`src/hdl/ptd_pkg.sv`:
```
// Package for the phase-angle triac dimmer.
// Holds the shared constants, codes and structs; no dependencies.
package ptd_pkg;

    localparam int CHANNELS_DEF = 8;
    localparam int GATES_W      = 8;
    localparam int PHASE_W      = 16;
    localparam int LEVEL_W      = 8;
    localparam int CHAN_W       = 3;
    localparam int CFG_IDX_W    = 4;
    localparam int CFG_DATA_W   = 16;

    localparam logic [7:0]  VALUE_MAX_RST   = 8'd255;
    localparam logic [15:0] PHASE_MAX_RST   = 16'd255;
    localparam logic [15:0] PULSE_TICKS_RST = 16'd10;
    localparam logic [7:0]  DEBOUNCE_RST    = 8'd10;

    typedef enum logic {
        OP_TICK  = 1'b0,
        OP_SET   = 1'b1
    } t_opcode;

    typedef enum logic [CFG_IDX_W-1:0] {
        CFG_VALUE_MAX   = 4'd0,
        CFG_PHASE_MAX   = 4'd1,
        CFG_PULSE_TICKS = 4'd2,
        CFG_DEBOUNCE    = 4'd3
    } t_cfg_idx;

    typedef struct packed {
        logic [7:0]  value_max;
        logic [15:0] phase_max;
        logic [15:0] pulse_ticks;
        logic [7:0]  debounce_threshold;
    } t_cfg;

    typedef struct packed {
        logic               opcode;
        logic               zc_sample;
        logic [CHAN_W-1:0]  channel;
        logic [LEVEL_W-1:0] level;
    } t_in_item;

    typedef struct packed {
        logic               set_en;
        logic               tick_en;
        logic               clear;
        logic [LEVEL_W-1:0] level;
        logic [PHASE_W-1:0] phase;
    } t_chan_ctrl;

endpackage

```
`src/hdl/ptd_if.sv`:
```
// Handshake channel interfaces of the phase-angle triac dimmer.
// Depends on ptd_pkg for field widths.
interface ptd_in_if;
    logic                        valid;
    logic                        ready;
    logic                        opcode;
    logic                        zc_sample;
    logic [ptd_pkg::CHAN_W-1:0]  channel;
    logic [ptd_pkg::LEVEL_W-1:0] level;

    modport source (output valid, opcode, zc_sample, channel, level, input ready);
    modport sink (input valid, opcode, zc_sample, channel, level, output ready);
endinterface

interface ptd_out_if;
    logic                        valid;
    logic                        ready;
    logic [ptd_pkg::GATES_W-1:0] gates;
    logic [ptd_pkg::PHASE_W-1:0] phase_count;

    modport source (output valid, gates, phase_count, input ready);
    modport sink (input valid, gates, phase_count, output ready);
endinterface

interface ptd_cfg_if;
    logic                           valid;
    logic                           ready;
    logic [ptd_pkg::CFG_IDX_W-1:0]  index;
    logic [ptd_pkg::CFG_DATA_W-1:0] data;

    modport source (output valid, index, data, input ready);
    modport sink (input valid, index, data, output ready);
endinterface

```
`src/hdl/ptd_chan.sv`:
```
// One dimmer channel: stored level, pulse counter and gate decision.
// Depends on ptd_pkg.
module ptd_chan (
    input  logic                i_clk,
    input  logic                i_rst_n,
    input  ptd_pkg::t_cfg       i_cfg,
    input  ptd_pkg::t_chan_ctrl i_ctrl,
    output logic                o_gate
);

    logic [ptd_pkg::LEVEL_W-1:0] r_level;
    logic [ptd_pkg::PHASE_W-1:0] r_pulse_count;
    logic [ptd_pkg::PHASE_W-1:0] n_pulse_count;
    logic [ptd_pkg::PHASE_W-1:0] w_base;
    logic [ptd_pkg::PHASE_W-1:0] w_lvl;
    logic                        w_fire;

    function automatic logic [ptd_pkg::PHASE_W-1:0] PHASE_W_EXT(
        input logic [ptd_pkg::LEVEL_W-1:0] v);
        PHASE_W_EXT = {{(ptd_pkg::PHASE_W - ptd_pkg::LEVEL_W){1'b0}}, v};
    endfunction

    always_comb begin
        w_base = i_ctrl.clear ? '0 : r_pulse_count;
        w_lvl  = (r_level < i_cfg.value_max) ? PHASE_W_EXT(r_level)
                                             : PHASE_W_EXT(i_cfg.value_max);
        w_fire = (w_lvl <= i_cfg.phase_max) && ((i_cfg.phase_max - w_lvl) < i_ctrl.phase);
        o_gate = w_fire && (w_base < i_cfg.pulse_ticks);
        n_pulse_count = o_gate ? w_base + 16'd1 : w_base;
    end

    always_ff @(posedge i_clk) begin
        if (!i_rst_n) begin
            r_level       <= '0;
            r_pulse_count <= '0;
        end else begin
            if (i_ctrl.set_en) begin
                r_level <= i_ctrl.level;
            end
            if (i_ctrl.tick_en) begin
                r_pulse_count <= n_pulse_count;
            end
        end
    end

endmodule

```
`src/hdl/phase_angle_triac_dimmer.sv`:
```
// Multi-channel phase-angle triac dimmer, top level.
// An input transaction passes through the input register and then the result register.
// Throughput: one transaction per cycle; the input register moves whenever the result
// register is empty or being taken in the same cycle.
// Reset (synchronous, active low) clears levels, pulse counts, phase, detector and gates,
// and loads the register defaults. Depends on ptd_pkg, ptd_if and ptd_chan.
module phase_angle_triac_dimmer #(
    parameter int CHANNELS = ptd_pkg::CHANNELS_DEF
) (
    input  logic       i_clk,
    input  logic       i_rst_n,
    ptd_in_if.sink     i_in,
    ptd_cfg_if.sink    i_cfg,
    ptd_out_if.source  o_out
);

    ptd_pkg::t_cfg     r_cfg;
    ptd_pkg::t_in_item r_in;
    logic              r_in_valid;
    logic              r_out_valid;
    logic [ptd_pkg::GATES_W-1:0] r_out_gates;
    logic [ptd_pkg::PHASE_W-1:0] r_out_phase;

    logic [ptd_pkg::PHASE_W-1:0] r_phase;
    logic [7:0]                  r_debounce;
    logic                        r_disarmed;
    logic [ptd_pkg::GATES_W-1:0] r_gate_bits;

    logic [ptd_pkg::PHASE_W-1:0] n_phase;
    logic [7:0]                  n_debounce;
    logic                        n_disarmed;
    logic [ptd_pkg::GATES_W-1:0] n_gates;

    logic                        w_move;
    logic                        w_tick;
    logic                        w_clear;
    logic [ptd_pkg::PHASE_W-1:0] w_phase1;
    logic [ptd_pkg::PHASE_W-1:0] w_p;
    logic [CHANNELS-1:0]         w_gate;
    ptd_pkg::t_chan_ctrl         w_ctrl [CHANNELS];

    assign w_move      = r_in_valid && (!r_out_valid || o_out.ready);
    assign i_in.ready  = !r_in_valid || w_move;
    assign i_cfg.ready = 1'b1;

    assign o_out.valid       = r_out_valid;
    assign o_out.gates       = r_out_gates;
    assign o_out.phase_count = r_out_phase;

    always_ff @(posedge i_clk) begin
        if (!i_rst_n) begin
            r_cfg.value_max          <= ptd_pkg::VALUE_MAX_RST;
            r_cfg.phase_max          <= ptd_pkg::PHASE_MAX_RST;
            r_cfg.pulse_ticks        <= ptd_pkg::PULSE_TICKS_RST;
            r_cfg.debounce_threshold <= ptd_pkg::DEBOUNCE_RST;
        end else if (i_cfg.valid) begin
            case (i_cfg.index)
                ptd_pkg::CFG_VALUE_MAX:   r_cfg.value_max          <= i_cfg.data[7:0];
                ptd_pkg::CFG_PHASE_MAX:   r_cfg.phase_max          <= i_cfg.data;
                ptd_pkg::CFG_PULSE_TICKS: r_cfg.pulse_ticks        <= i_cfg.data;
                ptd_pkg::CFG_DEBOUNCE:    r_cfg.debounce_threshold <= i_cfg.data[7:0];
                default: ;
            endcase
        end
    end

    always_ff @(posedge i_clk) begin
        if (!i_rst_n) begin
            r_in_valid <= 1'b0;
        end else if (i_in.ready) begin
            r_in_valid <= i_in.valid;
        end
    end

    always_ff @(posedge i_clk) begin
        if (i_in.ready && i_in.valid) begin
            r_in.opcode    <= i_in.opcode;
            r_in.zc_sample <= i_in.zc_sample;
            r_in.channel   <= i_in.channel;
            r_in.level     <= i_in.level;
        end
    end

    always_comb begin
        w_tick   = w_move && (r_in.opcode == ptd_pkg::OP_TICK);
        w_clear  = w_tick && r_in.zc_sample && !r_disarmed;
        w_phase1 = w_clear ? '0 : r_phase;
        w_p      = (w_phase1 < r_cfg.phase_max) ? w_phase1 : r_cfg.phase_max;
        n_phase  = (w_phase1 < r_cfg.phase_max) ? w_phase1 + 16'd1 : w_phase1;

        n_debounce = r_debounce;
        n_disarmed = r_disarmed;
        if (r_in.zc_sample) begin
            if (!r_disarmed) begin
                n_disarmed = 1'b1;
                n_debounce = '0;
            end
        end else if (r_debounce < r_cfg.debounce_threshold) begin
            n_debounce = r_debounce + 8'd1;
        end else begin
            n_disarmed = 1'b0;
        end
    end

    genvar c;
    generate
        for (c = 0; c < CHANNELS; c++) begin : g_chan
            always_comb begin
                w_ctrl[c].set_en  = w_move && (r_in.opcode == ptd_pkg::OP_SET)
                                    && (32'(r_in.channel) == c);
                w_ctrl[c].tick_en = w_tick;
                w_ctrl[c].clear   = w_clear;
                w_ctrl[c].level   = r_in.level;
                w_ctrl[c].phase   = w_p;
            end

            ptd_chan u_chan (
                .i_clk   (i_clk),
                .i_rst_n (i_rst_n),
                .i_cfg   (r_cfg),
                .i_ctrl  (w_ctrl[c]),
                .o_gate  (w_gate[c])
            );
        end

        for (c = 0; c < ptd_pkg::GATES_W; c++) begin : g_gate
            if (c < CHANNELS) begin : g_used
                assign n_gates[c] = w_gate[c];
            end else begin : g_unused
                assign n_gates[c] = 1'b0;
            end
        end
    endgenerate

    always_ff @(posedge i_clk) begin
        if (!i_rst_n) begin
            r_phase     <= '0;
            r_debounce  <= '0;
            r_disarmed  <= 1'b0;
            r_gate_bits <= '0;
        end else if (w_tick) begin
            r_phase     <= n_phase;
            r_debounce  <= n_debounce;
            r_disarmed  <= n_disarmed;
            r_gate_bits <= n_gates;
        end
    end

    always_ff @(posedge i_clk) begin
        if (!i_rst_n) begin
            r_out_valid <= 1'b0;
        end else if (w_move) begin
            r_out_valid <= 1'b1;
        end else if (o_out.ready) begin
            r_out_valid <= 1'b0;
        end
    end

    always_ff @(posedge i_clk) begin
        if (w_move) begin
            r_out_gates <= w_tick ? n_gates : r_gate_bits;
            r_out_phase <= w_p;
        end
    end

endmodule

```
`src/flat_wrapper.sv`:
```
// flat-port wrapper written by rule: the top's interface ports become plain ports
module phase_angle_triac_dimmer_flat 
#(
    parameter int CHANNELS = ptd_pkg::CHANNELS_DEF
)
  (i_clk, i_rst_n, i_in_valid, i_in_opcode, i_in_zc_sample, i_in_channel, i_in_level, i_in_ready, i_cfg_valid, i_cfg_index, i_cfg_data, i_cfg_ready, o_out_valid, o_out_gates, o_out_phase_count, o_out_ready);
  ptd_in_if i_in_i ();
  ptd_cfg_if i_cfg_i ();
  ptd_out_if o_out_i ();
  input  logic i_clk;
  input  logic i_rst_n;
  input wire logic [$bits(i_in_i.valid)-1:0] i_in_valid;
  input wire logic [$bits(i_in_i.opcode)-1:0] i_in_opcode;
  input wire logic [$bits(i_in_i.zc_sample)-1:0] i_in_zc_sample;
  input wire logic [$bits(i_in_i.channel)-1:0] i_in_channel;
  input wire logic [$bits(i_in_i.level)-1:0] i_in_level;
  output wire logic [$bits(i_in_i.ready)-1:0] i_in_ready;
  input wire logic [$bits(i_cfg_i.valid)-1:0] i_cfg_valid;
  input wire logic [$bits(i_cfg_i.index)-1:0] i_cfg_index;
  input wire logic [$bits(i_cfg_i.data)-1:0] i_cfg_data;
  output wire logic [$bits(i_cfg_i.ready)-1:0] i_cfg_ready;
  output wire logic [$bits(o_out_i.valid)-1:0] o_out_valid;
  output wire logic [$bits(o_out_i.gates)-1:0] o_out_gates;
  output wire logic [$bits(o_out_i.phase_count)-1:0] o_out_phase_count;
  input wire logic [$bits(o_out_i.ready)-1:0] o_out_ready;
  assign i_in_i.valid = i_in_valid;
  assign i_in_i.opcode = i_in_opcode;
  assign i_in_i.zc_sample = i_in_zc_sample;
  assign i_in_i.channel = i_in_channel;
  assign i_in_i.level = i_in_level;
  assign i_in_ready = i_in_i.ready;
  assign i_cfg_i.valid = i_cfg_valid;
  assign i_cfg_i.index = i_cfg_index;
  assign i_cfg_i.data = i_cfg_data;
  assign i_cfg_ready = i_cfg_i.ready;
  assign o_out_valid = o_out_i.valid;
  assign o_out_gates = o_out_i.gates;
  assign o_out_phase_count = o_out_i.phase_count;
  assign o_out_i.ready = o_out_ready;
  phase_angle_triac_dimmer #(.CHANNELS(CHANNELS)) u_core (.i_clk(i_clk), .i_rst_n(i_rst_n), .i_in(i_in_i), .i_cfg(i_cfg_i), .o_out(o_out_i));
endmodule
```
`config.mk`:
```
export PLATFORM = sky130hd
export DESIGN_NAME = phase_angle_triac_dimmer_flat
export DESIGN_NICKNAME = d
export VERILOG_FILES = /design/src/hdl/ptd_pkg.sv /design/src/hdl/ptd_if.sv /design/src/hdl/ptd_chan.sv /design/src/hdl/phase_angle_triac_dimmer.sv /design/src/flat_wrapper.sv
export SDC_FILE = /design/constraint.sdc
export NUM_CORES = 1
export LEC_CHECK = 0
export BUFFER_PORTS_ARGS = -buffer_cell sky130_fd_sc_hd__buf_2
export CAP_MARGIN = 0
export CORE_ASPECT_RATIO = 1.2
export CORE_MARGIN = 4
export CORE_UTILIZATION = 30
export DETAILED_ROUTE_END_ITERATION = 7
export SLEW_MARGIN = 20
export SYNTH_ARGS = -nofsm -noshare
export SYNTH_HDL_FRONTEND = slang
export SYNTH_SLANG_ARGS = --single-unit
```
`constraint.sdc`:
```
create_clock -name i_clk -period 6.3 [get_ports i_clk]
set_input_delay 0.315 -clock i_clk [delete_from_list [all_inputs] [get_ports i_clk]]
set_output_delay 0.315 -clock i_clk [all_outputs]
set_load 0.005 [all_outputs]
```
[After elaboration in Yosys (flattened, before gate mapping)]
Index checks and enable logic that the tools add are counted.
Word-level totals
  register bits after elaboration: 312
  bits in latches: 0
  bits in writable memories: 0
  ROM bits: 0
  output and inout port bits: 27
  memories kept: 0
Cells by class
  add/subtract/negate cells: 18
  multiply operators: 0
  divide/modulo/power cells: 0
  magnitude comparators: 34
  equality and inequality tests: 12
  shift operators: 0
  mux-type cells: 35
  bitwise logic cells: 1
  reduce and logical (&&, ||, !) cells: 45
Operators with widths (count)
  16-bit two-way mux: 19
  16-bit < comparator: 17
  16-bit by 1-bit adder with 16-bit output (second input constant): 9
  8-bit by 16-bit less-or-equal comparator with 1-bit output: 8
  16-bit by 8-bit subtractor with 16-bit output: 8
  8-bit two-way mux: 12
  8-bit < comparator: 9
  1-bit logical AND: 30
  3-bit equality test (second input constant): 4
  2-bit AND reduction: 5
  8-bit by 1-bit adder with 8-bit output (second input constant): 1
  4-bit by 2-bit equality test with 1-bit output (second input constant): 2
  3-bit by 2-bit equality test with 1-bit output (second input constant): 2
  4-bit by 1-bit equality test with 1-bit output (second input constant): 1
  4-bit logical NOT: 1
  1-bit two-way mux: 4
  2-bit nonzero test: 2
  3-bit by 1-bit equality test with 1-bit output (second input constant): 1
  1-bit logical NOT: 3
  3-bit logical NOT: 1
  3-bit AND reduction: 1
  1-bit logical OR: 2
  2-bit by 1-bit inequality test with 1-bit output (second input constant): 1
  2-bit inequality test (second input constant): 1
  1-bit inverter: 1

[Depth between registers and ports, before layout]
Gate-level depths: netlist of run 1.
  word-level depth: 13
  depth in mapped cells: 33
  mapped depth without buffers: 30

[Hierarchy]
Synthesis of run 1 repeated with hierarchy kept, for this count alone.
Second synthesis, totals
  cells, all modules: 3528
  area total of the unflattened synthesis: 28703.8 um^2
Modules (own cells, without submodules)
  ptd_chan at u_core.g_chan[1].u_chan ...: times used 4, cells an instance 366, area an instance 2870.3 um^2
  ptd_chan at u_core.g_chan[0].u_chan ...: times used 2, cells an instance 366, area an instance 2899.0 um^2
  phase_angle_triac_dimmer: times used 1, cells an instance 586, area an instance 5584.1 um^2
  ptd_chan at u_core.g_chan[7].u_chan: times used 1, cells an instance 370, area an instance 2922.8 um^2
  ptd_chan at u_core.g_chan[2].u_chan: times used 1, cells an instance 376, area an instance 2917.8 um^2

[Least setup slack after synthesis of run 1]
No wires, ideal clock.
  path kind: reg2reg
  from: register u_core.r_in[11] (netlist bit)
  to: register u_core.g_chan[3].u_chan.r_pulse_count[12] (netlist bit)
  library setup time: 128 ps
  arrival time: 6726 ps
  data required time: 6172 ps
  setup slack: -554 ps
  cell stages (with the launch flop): 28
  path buffers: 7
  clock period less this slack: 6854 ps
  cell sequence: edfxtp_1 nor3b_4 nand3_1 clkbuf_1 clkbuf_1 clkbuf_1 clkbuf_1 clkbuf_1 and2_1 ha_1 a22oi_1 o211ai_1 a221oi_1 o211ai_4 clkbuf_1 nand2_1 a21boi_0 ha_1 nand4_1 nor2_1 a211oi_1 nand4_1 nor4bb_1 o2111ai_1 buf_2 a2111oi_0 xnor2_1 nor2_1
Between the ends
  word-level cells in the longest chain between the ends: 9
RTL lines
  start: declaration: RTL line phase_angle_triac_dimmer.sv:18  | ptd_pkg::t_in_item r_in;
  1-bit logical AND * (2 in a row): RTL line phase_angle_triac_dimmer.sv:86  | w_clear = w_tick && r_in.zc_sample && !r_disarmed;
  16-bit two-way mux: RTL line phase_angle_triac_dimmer.sv:87  | w_phase1 = w_clear ? '0 : r_phase;
  16-bit < comparator: RTL line phase_angle_triac_dimmer.sv:88  | w_p = (w_phase1 < r_cfg.phase_max) ? w_phase1 : r_cfg.phase_max;
  16-bit two-way mux: RTL line phase_angle_triac_dimmer.sv:88
  16-bit < comparator: RTL line ptd_chan.sv:27  | w_fire = (w_lvl <= i_cfg.phase_max) && ((i_cfg.phase_max - w_lvl) < i_ctrl.phase);
  1-bit logical AND: RTL line ptd_chan.sv:27
  1-bit logical AND: RTL line ptd_chan.sv:28  | o_gate = w_fire && (w_base < i_cfg.pulse_ticks);
  16-bit two-way mux *: RTL line ptd_chan.sv:29  | n_pulse_count = o_gate ? w_base + 16'd1 : w_base;
  end signal: assignment: RTL line ptd_chan.sv:41  | r_pulse_count <= n_pulse_count;
  end: declaration: RTL line ptd_chan.sv:12  | logic [ptd_pkg::PHASE_W-1:0] r_pulse_count;
Mark *: on every way between the ends. The rest lies on a longest branch, timed or not.
A chain may end at the register's enable or synchronous reset.

[Worst setup path after layout of run 1]
  from: register u_core.r_cfg[41] (netlist bit)
  to: register u_core.g_chan[0].u_chan.r_pulse_count[2] (netlist bit)
Between the ends
  word-level cells in the longest chain between the ends: 7
RTL lines
  start: declaration: RTL line phase_angle_triac_dimmer.sv:17  | ptd_pkg::t_cfg r_cfg;
  8-bit < comparator: RTL line ptd_chan.sv:25  | w_lvl = (r_level < i_cfg.value_max) ? PHASE_W_EXT(r_level)
  8-bit two-way mux *: RTL line ptd_chan.sv:25
  16-bit by 8-bit subtractor with 16-bit output: RTL line ptd_chan.sv:27
  16-bit < comparator: RTL line ptd_chan.sv:27
  1-bit logical AND *: RTL line ptd_chan.sv:27
  1-bit logical AND *: RTL line ptd_chan.sv:28
  16-bit two-way mux *: RTL line ptd_chan.sv:29
  end signal: assignment: RTL line ptd_chan.sv:41
  end: declaration: RTL line ptd_chan.sv:12
Marked as above.

==> summary.txt, run 1 <==
Route
  – Routed Antenna Nets: 0
  – WL final: 88600 um
  – 1st-iter DRT viols: 1820
  – WL/cell: 19.1 um
  – DRC: 0
  – Total number of vias: 24100
  – DR pass1 iterations: 6
  – Vias per cell: 5.21

Power
  – Switching power: 0.00141 W
  – Sequential cell fraction of total power: 40.0%
  – P_leak: 14.7 nW
  – Comb pwr share: 14.1%
  – Int Pwr: 0.00375 W
  – Clk pwr share: 45.9%
  – Sw Share: 27.3%
  – VDD IR max: 149 uV
  – PD cells: 157 nW/um2

Setup path
  – Arrival time worst endpoint: 6760 ps
  – Cell mode on critical path: o21ai_1
  – Worst path bufs/invs: 7
  – Largest stage delay on the critical path: 530 ps
  – Worst setup path class: flip-flop to flip-flop
  – Slowest cell on crit path: or4_1
  – Crit path max fanout: 10
  – Required time of the worst setup path: 6800 ps
  – Critical Path Source Type: flip-flop
  – CP endpoint kind: flip-flop
  – Crit-path leading delay family: compound AO/OA/AOI/OAI gates

Logic synthesis
  – Syn_nets: 3536
  – Syn Area/Cell: 8.26 um2
  – Synth cell types: 90
  – Syn. warnings: 0
  – Mapped Area: 25700 um2
  – Adder-Cell Fraction of Synth Area: 19.2%
  – Post-synthesis cell count: 3109
  – Multiplexer area fraction after synthesis: 7.39%
  – Synth Area in XOR/XNOR: 5.22%
  – Ys flop type: dfxtp_1
  – Yosys reg bits: 312
  – Post-Synth Simple-Gate Area: 22.9%
  – Main combinational cell family by area after synthesis: simple AND/OR/NAND/NOR gates
  – Synth Area in Compound Gates: 15.2%
  – Sequential area share after synthesis: 25.8%
  – Ys async rst share: 0%
  – EDFF count, synth: 37

Layout
  – Share of cells above drive strength 1: 21.5%
  – Most frequent cells in the layout: ha_1, nor2_1, buf_4, nand2_1, dfxtp_1
  – Multi-input logic area: 19300 um2
  – Register area: 6620 um2
  – Fill cells: 8642
  – Final antenna diode count: 0
  – Area growth, synth to finish: 27.7%
  – Nets: 3900
  – Finished Cell Area: 32800 um2
  – Commonest non-fill, non-tap cell in the layout: ha_1

Placed design
  – DP Area: 29300 um2
  – Final Wtd Congestion: 0.975
  – Port Buf Inserts: 63
  – HPWL Detailed: 65900 um

Global route
  – Vias in the first global route: 22700
  – Largest net degree at the start of global routing: 83
  – First-pass GRT wire length: 132000 um
  – GRT Total Usage: 18.7%
  – Antenna violations before repair: 1
  – Congestion Overflow GR: 0

CTS
  – Longest Clk Path Bufs: 3
  – Clock root buffer: clkbuf_16
  – Skew-Pair Late Insertion Delay: 580 ps
  – Total CTS buffers: 39
  – H-Tree Depth: 2
  – Clock-pin slew on the worst setup and hold paths: 60 ps
  – Total clock sinks: 312
  – Clock tree from TritonCTS: yes

Die
  – Site Rows: 117
  – Std-Cell Core Area: 84900 um2
  – Die footprint: 90400 um2
  – Starting density of the core: 30.2%
  – Die height: 329 um
  – I/O pins: 65
  – Die W: 275 um

Run status
  – Outcome: completed

STA
  – Period utilization: 99.3%
  – Final setup viols: 0
  – Hold Slack: 51.6 ps
  – Fmax: 0.160 GHz
  – Relative slew slack: 28.2%
  – Worst slew pin tran: 1070 ps
  – Setup Skew: 22.4 ps
  – Final hold vios: 0
  – RSZ-0062 raised after global routing: yes
  – Pins Over Slew Limit: 0
  – Minimum clock period: 6260 ps

Run
  – Max-Cap Viols: 0

Hold path
  – HP Class: primary input to flip-flop
## synth_stat cells (8+ instances only)
library cell / number / area [um2]
ha_1: 381 / 4770
a21oi_1: 164 / 821
clkbuf_1: 104 / 390
xnor2_1: 140 / 1230
a221oi_1: 10 / 87.6
nand4_1: 81 / 507
mux2_2: 13 / 146
o211ai_1: 30 / 225
nand2_1: 334 / 1250
a211oi_1: 23 / 173
a2111oi_0: 19 / 166
nor4b_1: 8 / 70.1
or4_1: 9 / 67.6
o2bb2ai_1: 8 / 70.1
nand2b_1: 33 / 206
dfxtp_1: 275 / 5510
nor3_1: 36 / 180
and3_1: 48 / 300
nor2_1: 341 / 1280
mux2i_1: 175 / 1750
a21boi_0: 24 / 180
xor2_1: 13 / 114
o31ai_1: 12 / 90.1
o21a_1: 17 / 128
nor4_1: 18 / 113
inv_1: 146 / 548
buf_2: 14 / 70.1
o21ai_0: 103 / 515
nand3_1: 96 / 480
and2_0: 10 / 62.6
a31o_2: 18 / 158
edfxtp_1: 37 / 1110
a21o_1: 60 / 450
or3_1: 24 / 150
nor2b_1: 23 / 144
and2_1: 108 / 676
fa_1: 8 / 160
and4_1: 15 / 131
## power groups by stage
stage / sequential [W] / clock [W] / combinational, W
detailed placement: 0.00211 / 0 / 0.000606
CTS: 0.00206 / 0.00242 / 0.000652
global placement: 0.00211 / 0 / 0.000600
floorplan: 0.00210 / 0 / 0.000360
global route: 0.00207 / 0.00248 / 0.000789
finish: 0.00207 / 0.00236 / 0.000727
## final timing paths
| path | slack [ps] | depth (start not counted) | endpoint | start |
|---|---|---|---|---|
| setup / recovery | 40 | 34 | u_core.g_chan[0].u_chan.r_pulse_count[2]$_SDFFE_PN0N_ | u_core.r_cfg[41]$_SDFFE_PN1P_ |
| setup reg to reg | 40 | 34 | u_core.g_chan[0].u_chan.r_pulse_count[2]$_SDFFE_PN0N_ | u_core.r_cfg[41]$_SDFFE_PN1P_ |
| hold reg to reg | 470 | 2 | u_core.r_gate_bits[4]$_SDFF_PN0_ | u_core.r_gate_bits[4]$_SDFF_PN0_ |
| hold / removal | 50 | 3 | u_core.r_cfg[11]$_SDFFE_PN1P_ | i_cfg_data[3] |
## timing repair
| item | in CTS | in global routing |
|---|---|---|
| pin swaps | 32 | 171 |
| setup endpoints to repair | 115 | 144 |
| hold buffers | 22 | 0 |
| cloned | 1 | 1 |
| hold endpoints to repair | 27 | 0 |
| buffers inserted | 39 | 48 |
| gates resized for setup | 67 | 244 |
## layer usage
layer | vias up | part of all wire (%) | GRT usage (%)
li1 | 11900 | - | -
met1 | 11400 | 44 | 24.1
met2 | 614 | 46 | 30.8
met3 | 212 | 4.5 | 2.50
met4 | 0 | 5.4 | 9.06
met5 | - | 0 | 0
## state kept, by name, summed over array words and instances, names as in the netlist
name                                count
u_core.g_chan.u_chan.r_pulse_count    128
u_core.g_chan.u_chan.r_level           64
u_core.r_cfg                           48
u_core.o_out.phase_count               16
u_core.r_phase                         16
u_core.r_in                            13
u_core.o_out.gates                      8
u_core.r_debounce                       8
u_core.r_gate_bits                      8
u_core.o_out.valid                      1
u_core.r_disarmed                       1
u_core.r_in_valid                       1
## stage by stage
stage / total power (W) / util [%] / std cells / TNS, ps / worst slack, ps
2_1_floorplan: 0.00246 / - / 3109 / -35.0 / -10.4
3_3_place_gp: 0.00271 / 34.5 / 4453 / -8930 / -494
3_5_place_dp: 0.00271 / 34.5 / 4453 / -20420 / -440
4_1_cts: 0.00514 / 36.9 / 4585 / -282 / -58.2
5_1_grt: 0.00533 / 38.6 / 4633 / -10940 / -335
6_report: 0.00516 / 38.6 / 4633 / 0 / 42.5
## worst reg2reg max path, delay by kind of cell, from the launching register on
kind | cells | cell delay [ps]
AO/OA/AOI/OAI | 16 | 2320
XOR/XNOR | 1 | 140
adder cells (fa/ha/maj) | 3 | 830
buffers and inverters | 7 | 900
flip-flops | 1 | 340
multiplexers | 1 | 300
AND/OR/NAND/NOR | 6 | 1360
## cell type report
class	count	area share, %
well taps	1130	4.31
multi-input cells	2517	59.0
clock buffers	57	3.37
flip-flops and latches	312	20.2
repair buffers	450	10.8
clock inverters	14	0.576
inverters	153	1.77
## cells by family (layout without fill, tap and decap cells)
logic type,after synthesis,count (layout)
flops,312,312
buf+inv,280,674
compound gates,574,574
simple gates,1211,1211
other cells,1,1
mux,188,188
xor+xnor,153,153
fa+ha+maj,390,390
Note: power is estimated with default switching activity, not from simulation.
==> run 2, diff against run 1 <==
--- a/config.mk
+++ b/config.mk
@@ -10,7 +10,9 @@
 export CORE_ASPECT_RATIO = 1.2
 export CORE_MARGIN = 4
 export CORE_UTILIZATION = 30
+export CTS_BUF_LIST = sky130_fd_sc_hd__clkbuf_4 sky130_fd_sc_hd__clkbuf_8
 export DETAILED_ROUTE_END_ITERATION = 7
+export GPL_ROUTABILITY_DRIVEN = 0
 export SLEW_MARGIN = 20
 export SYNTH_ARGS = -nofsm -noshare
 export SYNTH_HDL_FRONTEND = slang
==> summary.txt, run 2 (synthesis results as in run 1) <==
Global route
  – Congestion Overflow GR: 0 (unchanged)
  – GRT Total Usage: 18.6% (was 18.7%)
  – First-pass GRT wire length: 132000 um (about the same)
  – Vias in the first global route: 22400 (was 22700)
  – Largest net degree at the start of global routing: 78 (was 83)
  – Antenna violations before repair: 2 (was 1)

Power
  – Power Total: 0.00495 W (was 0.00516 W)
  – VDD IR max: 175 uV (was 149 uV)
  – PD cells: 154 nW/um2 (was 157 nW/um2)
  – P_leak: 14.5 nW (was 14.7 nW)

Die
  – Die footprint: 90400 um2 (unchanged)
  – Std-Cell Core Area: 84900 um2 (unchanged)
  – I/O pins: 65 (unchanged)
  – Site Rows: 117 (unchanged)
  – Die W: 275 um (unchanged)
  – Die height: 329 um (unchanged)
  – Starting density of the core: 30.2% (unchanged)

Route
  – DR pass1 iterations: 5 (was 6)
  – Vias per cell: 5.21 (about the same)
  – DRC: 0 (unchanged)
  – Total number of vias: 24100 (about the same)
  – WL final: 88000 um (was 88600 um)
  – 1st-iter DRT viols: 1809 (was 1820)
  – Routed Antenna Nets: 0 (unchanged)
  – WL/cell: 19.0 um (was 19.1 um)

Layout
  – Share of cells above drive strength 1: 20.7% (was 21.5%)
  – Nets: 3880 (was 3900)
  – Largest regs: u_core.g_chan.u_chan.r_pulse_count (128), u_core.g_chan.u_chan.r_level (64), u_core.r_cfg (48) (unchanged)
  – Final antenna diode count: 0 (unchanged)
  – Biggest register: u_core.g_chan.u_chan.r_pulse_count (unchanged)
  – Max reg flops: 128 (unchanged)
  – Most frequent cells in the layout: ha_1, nor2_1, nand2_1, buf_4, dfxtp_1 (was ha_1, nor2_1, buf_4, nand2_1, dfxtp_1)
  – Util after Layout: 37.9% (was 38.6%)
  – Commonest non-fill, non-tap cell in the layout: ha_1 (unchanged)
  – Area growth, synth to finish: 25.3% (was 27.7%)

STA
  – Setup TNS: 0 ps (unchanged)
  – RSZ-0062 raised after global routing: yes (unchanged)
  – Relative slew slack: 27.2% (was 28.2%)
  – Worst slew pin tran: 1090 ps (was 1070 ps)
  – Pins Over Slew Limit: 0 (unchanged)
  – Minimum clock period: 6140 ps (was 6260 ps)
  – Final setup viols: 0 (unchanged)
  – Fmax: 0.163 GHz (was 0.160 GHz)
  – Setup Skew: 74.0 ps (was 22.4 ps)
  – Period utilization: 97.5% (was 99.3%)
  – Final hold vios: 0 (unchanged)
  – PnR worst setup slack: 161 ps (was 42.5 ps)

Placed design
  – HPWL Detailed: 66600 um (was 65900 um)
  – Port Buf Inserts: 63 (unchanged)
  – Pre-CTS WS: -640 ps (was -440 ps)

Setup path
  – Slowest cell on crit path: a2111oi_4 (was or4_1)
  – Arrival time worst endpoint: 6650 ps (was 6760 ps)
  – CP endpoint kind: flip-flop (unchanged)
  – Crit path max fanout: 8 (was 10)
  – Reg2reg start: u_core.r_cfg[41]$_SDFFE_PN1P_ (unchanged)
  – Cell mode on critical path: a21o_1 (was o21ai_1)
  – Critical Path Source Type: flip-flop (unchanged)
  – Worst setup path class: flip-flop to flip-flop (unchanged)
  – R2R setup slack: 160 ps (was 40 ps)
  – Largest stage delay on the critical path: 450 ps (was 530 ps)
  – End point of the critical path: u_core.g_chan[1].u_chan.r_pulse_count[11]$_SDFFE_PN0N_ (was u_core.g_chan[0].u_chan.r_pulse_count[2]$_SDFFE_PN0N_)
  – Required time of the worst setup path: 6810 ps (was 6800 ps)
  – Worst setup path start: u_core.r_cfg[41]$_SDFFE_PN1P_ (unchanged)
  – Worst reg2reg path depth: 31 (was 34)
  – RR Endpoint: u_core.g_chan[1].u_chan.r_pulse_count[11]$_SDFFE_PN0N_ (was u_core.g_chan[0].u_chan.r_pulse_count[2]$_SDFFE_PN0N_)

CTS
  – Clock root buffer: clkbuf_8 (was clkbuf_16)
  – Total clock sinks: 312 (unchanged)
  – Skew-Pair Late Insertion Delay: 710 ps (was 580 ps)
  – Longest Clk Path Bufs: 3 (unchanged)
  – Clock tree from TritonCTS: yes (unchanged)
  – Clock-pin slew on the worst setup and hold paths: 60 ps (about the same)
  – H-Tree Depth: 2 (unchanged)
  – Total CTS buffers: 58 (was 39)

Run status
  – Outcome: completed (unchanged)

Run
  – Max-Cap Viols: 0 (unchanged)

Hold path
  – HP Class: primary input to flip-flop (unchanged)
-- run 2: metrics by stage --
step	cell area [um2]	hold slack, ps	instances
floorplan	25800	414	3109
global placement	29300	449	4457
detailed placement	29300	465	4458
CTS	31100	10.5	4601
global route	32200	42.4	4630
finish	32200	51.3	4630
-- run 2: repair_timing --
action | 4_1_cts | 5_1_grt
hold buffers | 30 | 0
endpoints found under the setup margin | 115 | 144
hold endpoints to repair | 59 | 0
gates cloned | 0 | 1
resized for setup | 48 | 197
setup buffers | 6 | 28
pin swaps | 9 | 117
-- run 2: cell type report --
class                      instances  area (um2)
clock inverter                    18         156
inverter                         153         582
tap                             1130        1410
clock buffer                      89        1120
sequential                       312        6620
multi-input combinational       2518       19100
fill                            8664       52700
timing repair buffer             410        3170
-- run 2: worst min-delay path by stage --
stage                                     start                               end  slack (ps)  cells after the start
2_1_floorplan                     i_in_level[0]          u_core.r_in[0]$_DFFE_PP_         410                      0
3_5_place_dp   u_core.r_gate_bits[4]$_SDFF_PN0_  u_core.r_gate_bits[4]$_SDFF_PN0_         460                      2
4_1_cts                             o_out_ready    u_core.r_in_valid$_SDFFE_PN0N_          10                      4
3_3_place_gp   u_core.r_gate_bits[5]$_SDFF_PN0_  u_core.r_gate_bits[5]$_SDFF_PN0_         450                      2
6_report                            o_out_ready    u_core.r_in_valid$_SDFFE_PN0N_          50                      4
5_1_grt                             o_out_ready    u_core.r_in_valid$_SDFFE_PN0N_          40                      4
-- run 2: critical path, delay by kind of cell, from the launching register on --
kind / cells / cell delay, ps
fa+ha+maj: 3 / 850
buf+inv: 2 / 180
mux: 1 / 270
flops: 1 / 330
simple gates: 5 / 570
compound gates: 18 / 3490
xor+xnor: 2 / 280
-- run 2: per-layer routing --
metal / track usage [%] / wire length [um] / part of all wire [%]
met1: 23.7 / 38000 / 43
met2: 31.9 / 42400 / 48
met3: 2.29 / 3920 / 4.5
met4: 7.10 / 3640 / 4.1
met5: 0 / 0 / 0
-- run 2: power by group --
group / internal, W / switching [W]
logic: 0.000304 / 0.000397
clock network: 0.00122 / 0.000964
registers: 0.00204 / 0.0000265
total: 0.00356 / 0.00139
==> run 3, diff against run 2 <==
==> constraint.sdc (replaced) <==
create_clock -name i_clk -period 6.3 [get_ports i_clk]
set_input_delay 1.26 -clock i_clk [delete_from_list [all_inputs] [get_ports i_clk]]
set_output_delay 1.26 -clock i_clk [all_outputs]
set_load 0.005 [all_outputs]
==> summary.txt, run 3 (synthesis results as in run 1) <==
Run status
  – Outcome: completed (unchanged)

CTS
  – H-Tree Depth: 2 (unchanged)
  – Longest Clk Path Bufs: 3 (unchanged)
  – Total CTS buffers: 58 (unchanged)
  – Cts hold-fix bufs: 0 (was 30)
  – Skew-Pair Late Insertion Delay: 690 ps (was 710 ps)
  – Clock-pin slew on the worst setup and hold paths: 60 ps (about the same)
  – Clock tree from TritonCTS: yes (unchanged)
  – Total clock sinks: 312 (unchanged)
  – Clock root buffer: clkbuf_8 (unchanged)

Setup path
  – Worst reg2reg path depth: 32 (was 31)
  – Largest stage delay on the critical path: 340 ps (was 450 ps)
  – Critical Path Source Type: flip-flop (unchanged)
  – Cell mode on critical path: a21o_1 (unchanged)
  – R2R setup slack: 30 ps (was 160 ps)
  – Arrival time worst endpoint: 6800 ps (was 6650 ps)
  – Crit path max fanout: 8 (unchanged)
  – Slowest cell on crit path: dfxtp_2 (was a2111oi_4)
  – CP endpoint kind: flip-flop (unchanged)
  – Required time of the worst setup path: 6830 ps (was 6810 ps)
  – Reg2reg start: u_core.r_cfg[41]$_SDFFE_PN1P_ (unchanged)
  – RR Endpoint: u_core.g_chan[1].u_chan.r_pulse_count[7]$_SDFFE_PN0N_ (was u_core.g_chan[1].u_chan.r_pulse_count[11]$_SDFFE_PN0N_)
  – Worst setup path class: flip-flop to flip-flop (unchanged)

Hold path
  – HP Class: flip-flop to flip-flop (was primary input to flip-flop)
  – Min-Delay Path Depth: 2 (was 4)
  – HP Start: u_core.r_gate_bits[4]$_SDFF_PN0_ (was o_out_ready)
  – Hold EP: u_core.r_gate_bits[4]$_SDFF_PN0_ (was u_core.r_in_valid$_SDFFE_PN0N_)

Route
  – 1st-iter DRT viols: 1525 (was 1809)
  – Vias per cell: 5.16 (was 5.21)
  – WL/cell: 19.0 um (about the same)
  – DRC: 0 (unchanged)
  – DR pass1 iterations: 5 (unchanged)
  – WL final: 89000 um (was 88000 um)
  – Routed Antenna Nets: 0 (unchanged)
  – Total number of vias: 24200 (was 24100)

STA
  – Final hold vios: 0 (unchanged)
  – RSZ-0062 raised after global routing: yes (unchanged)
  – Fmax: 0.160 GHz (was 0.163 GHz)
  – Worst slew pin tran: 1010 ps (was 1090 ps)
  – Pins Over Slew Limit: 0 (unchanged)
  – Period utilization: 99.5% (was 97.5%)
  – Final setup viols: 0 (unchanged)
  – Relative slew slack: 32.3% (was 27.2%)
  – Minimum clock period: 6270 ps (was 6140 ps)
  – Setup Skew: 64.0 ps (was 74.0 ps)

Power
  – PD cells: 150 nW/um2 (was 154 nW/um2)
  – VDD IR max: 150 uV (was 175 uV)
  – P_leak: 15.0 nW (was 14.5 nW)

Layout
  – Commonest non-fill, non-tap cell in the layout: buf_4 (was ha_1)
  – Util after Layout: 39.1% (was 37.9%)
  – Nets: 3934 (was 3880)
  – Final antenna diode count: 0 (unchanged)
  – Largest regs: u_core.g_chan.u_chan.r_pulse_count (128), u_core.g_chan.u_chan.r_level (64), u_core.r_cfg (48) (unchanged)
  – Biggest register: u_core.g_chan.u_chan.r_pulse_count (unchanged)
  – Share of cells above drive strength 1: 24.8% (was 20.7%)
  – Area growth, synth to finish: 29.2% (was 25.3%)
  – Final Non-Filler Cells: 4686 (was 4630)
  – Most frequent cells in the layout: buf_4, ha_1, nor2_1, nand2_1, dfxtp_1 (was ha_1, nor2_1, nand2_1, buf_4, dfxtp_1)
  – Max reg flops: 128 (unchanged)

Global route
  – Largest net degree at the start of global routing: 109 (was 78)
  – Antenna violations before repair: 0 (was 2)
  – Vias in the first global route: 23100 (was 22400)
  – GRT Total Usage: 18.9% (was 18.6%)
  – Congestion Overflow GR: 0 (unchanged)
  – First-pass GRT wire length: 135000 um (was 132000 um)

Die
  – Std-Cell Core Area: 84900 um2 (unchanged)
  – Die footprint: 90400 um2 (unchanged)
  – I/O pins: 65 (unchanged)
  – Die W: 275 um (unchanged)
  – Starting density of the core: 30.2% (unchanged)
  – Die height: 329 um (unchanged)
  – Site Rows: 117 (unchanged)

Placed design
  – HPWL Detailed: 66300 um (was 66600 um)
  – Port Buf Inserts: 63 (unchanged)
  – Placed cells: 4491 (was 4458)

Run
  – Max-Cap Viols: 0 (unchanged)
[run 3: worst max path at each step]
stage,from,end,cells after the start
2_1_floorplan,o_out_ready,u_core.g_chan[3].u_chan.r_pulse_count[11]$_SDFFE_PN0N_,29
3_3_place_gp,u_core.r_cfg[41]$_SDFFE_PN1P_,u_core.g_chan[1].u_chan.r_pulse_count[13]$_SDFFE_PN0N_,32
3_5_place_dp,u_core.r_cfg[41]$_SDFFE_PN1P_,u_core.g_chan[1].u_chan.r_pulse_count[8]$_SDFFE_PN0N_,32
4_1_cts,u_core.r_cfg[41]$_SDFFE_PN1P_,u_core.g_chan[2].u_chan.r_pulse_count[14]$_SDFFE_PN0N_,32
5_1_grt,u_core.r_cfg[41]$_SDFFE_PN1P_,u_core.g_chan[5].u_chan.r_pulse_count[6]$_SDFFE_PN0N_,32
6_report,u_core.r_cfg[41]$_SDFFE_PN1P_,u_core.g_chan[1].u_chan.r_pulse_count[7]$_SDFFE_PN0N_,32
[run 3: final cells by class]
type	instances	area, um2
inverter	153	587
clock inverter	12	101
clock buffer	97	1200
timing repair buffer	464	3630
sequential	312	6620
tap	1130	1410
multi-input combinational	2518	19600
fill	8630	51700
[run 3: worst max-delay path: cells and delay by family (launching register included)]
family / cells / cell delay [ps]
xor+xnor: 2 / 320
buf+inv: 3 / 440
flops: 1 / 340
fa+ha+maj: 3 / 750
compound gates: 18 / 3330
mux: 1 / 280
simple gates: 5 / 650
[run 3: metal layers]
metal	routed length [um]	vias to the layer above	track usage, %	share of wire (%)
met5	0	-	0	0
met3	3590	202	2.25	4.0
met2	42200	584	31.9	47
li1	-	12000	-	-
met1	39100	11500	24.4	44
met4	4060	0	7.46	4.6
[run 3: report_power, final]
group          internal (W)  total [W]  switching [W]
Clock               0.00124    0.00219       0.000943
Sequential          0.00204    0.00207      0.0000257
Combinational      0.000318   0.000729       0.000411
Total               0.00360    0.00498        0.00138
[run 3: per-stage QoR]
step	hold slack [ps]	setup WS, ps	total power (W)	setup TNS [ps]	cell area, um2
4_1_cts	468	7.13	0.00496	0	31800
5_1_grt	506	-282	0.00519	-15400	33200
6_report	465	34.4	0.00498	0	33200
3_5_place_dp	459	-535	0.00273	-33130	30000
3_3_place_gp	450	-388	0.00272	-24850	30000
2_1_floorplan	444	-287	0.00247	-10030	26300
[run 3: timing repair]
item	in CTS	in global routing
resized for setup	58	257
cloned	2	3
setup endpoints to repair	117	144
setup buffers	36	46
pin swaps	27	186
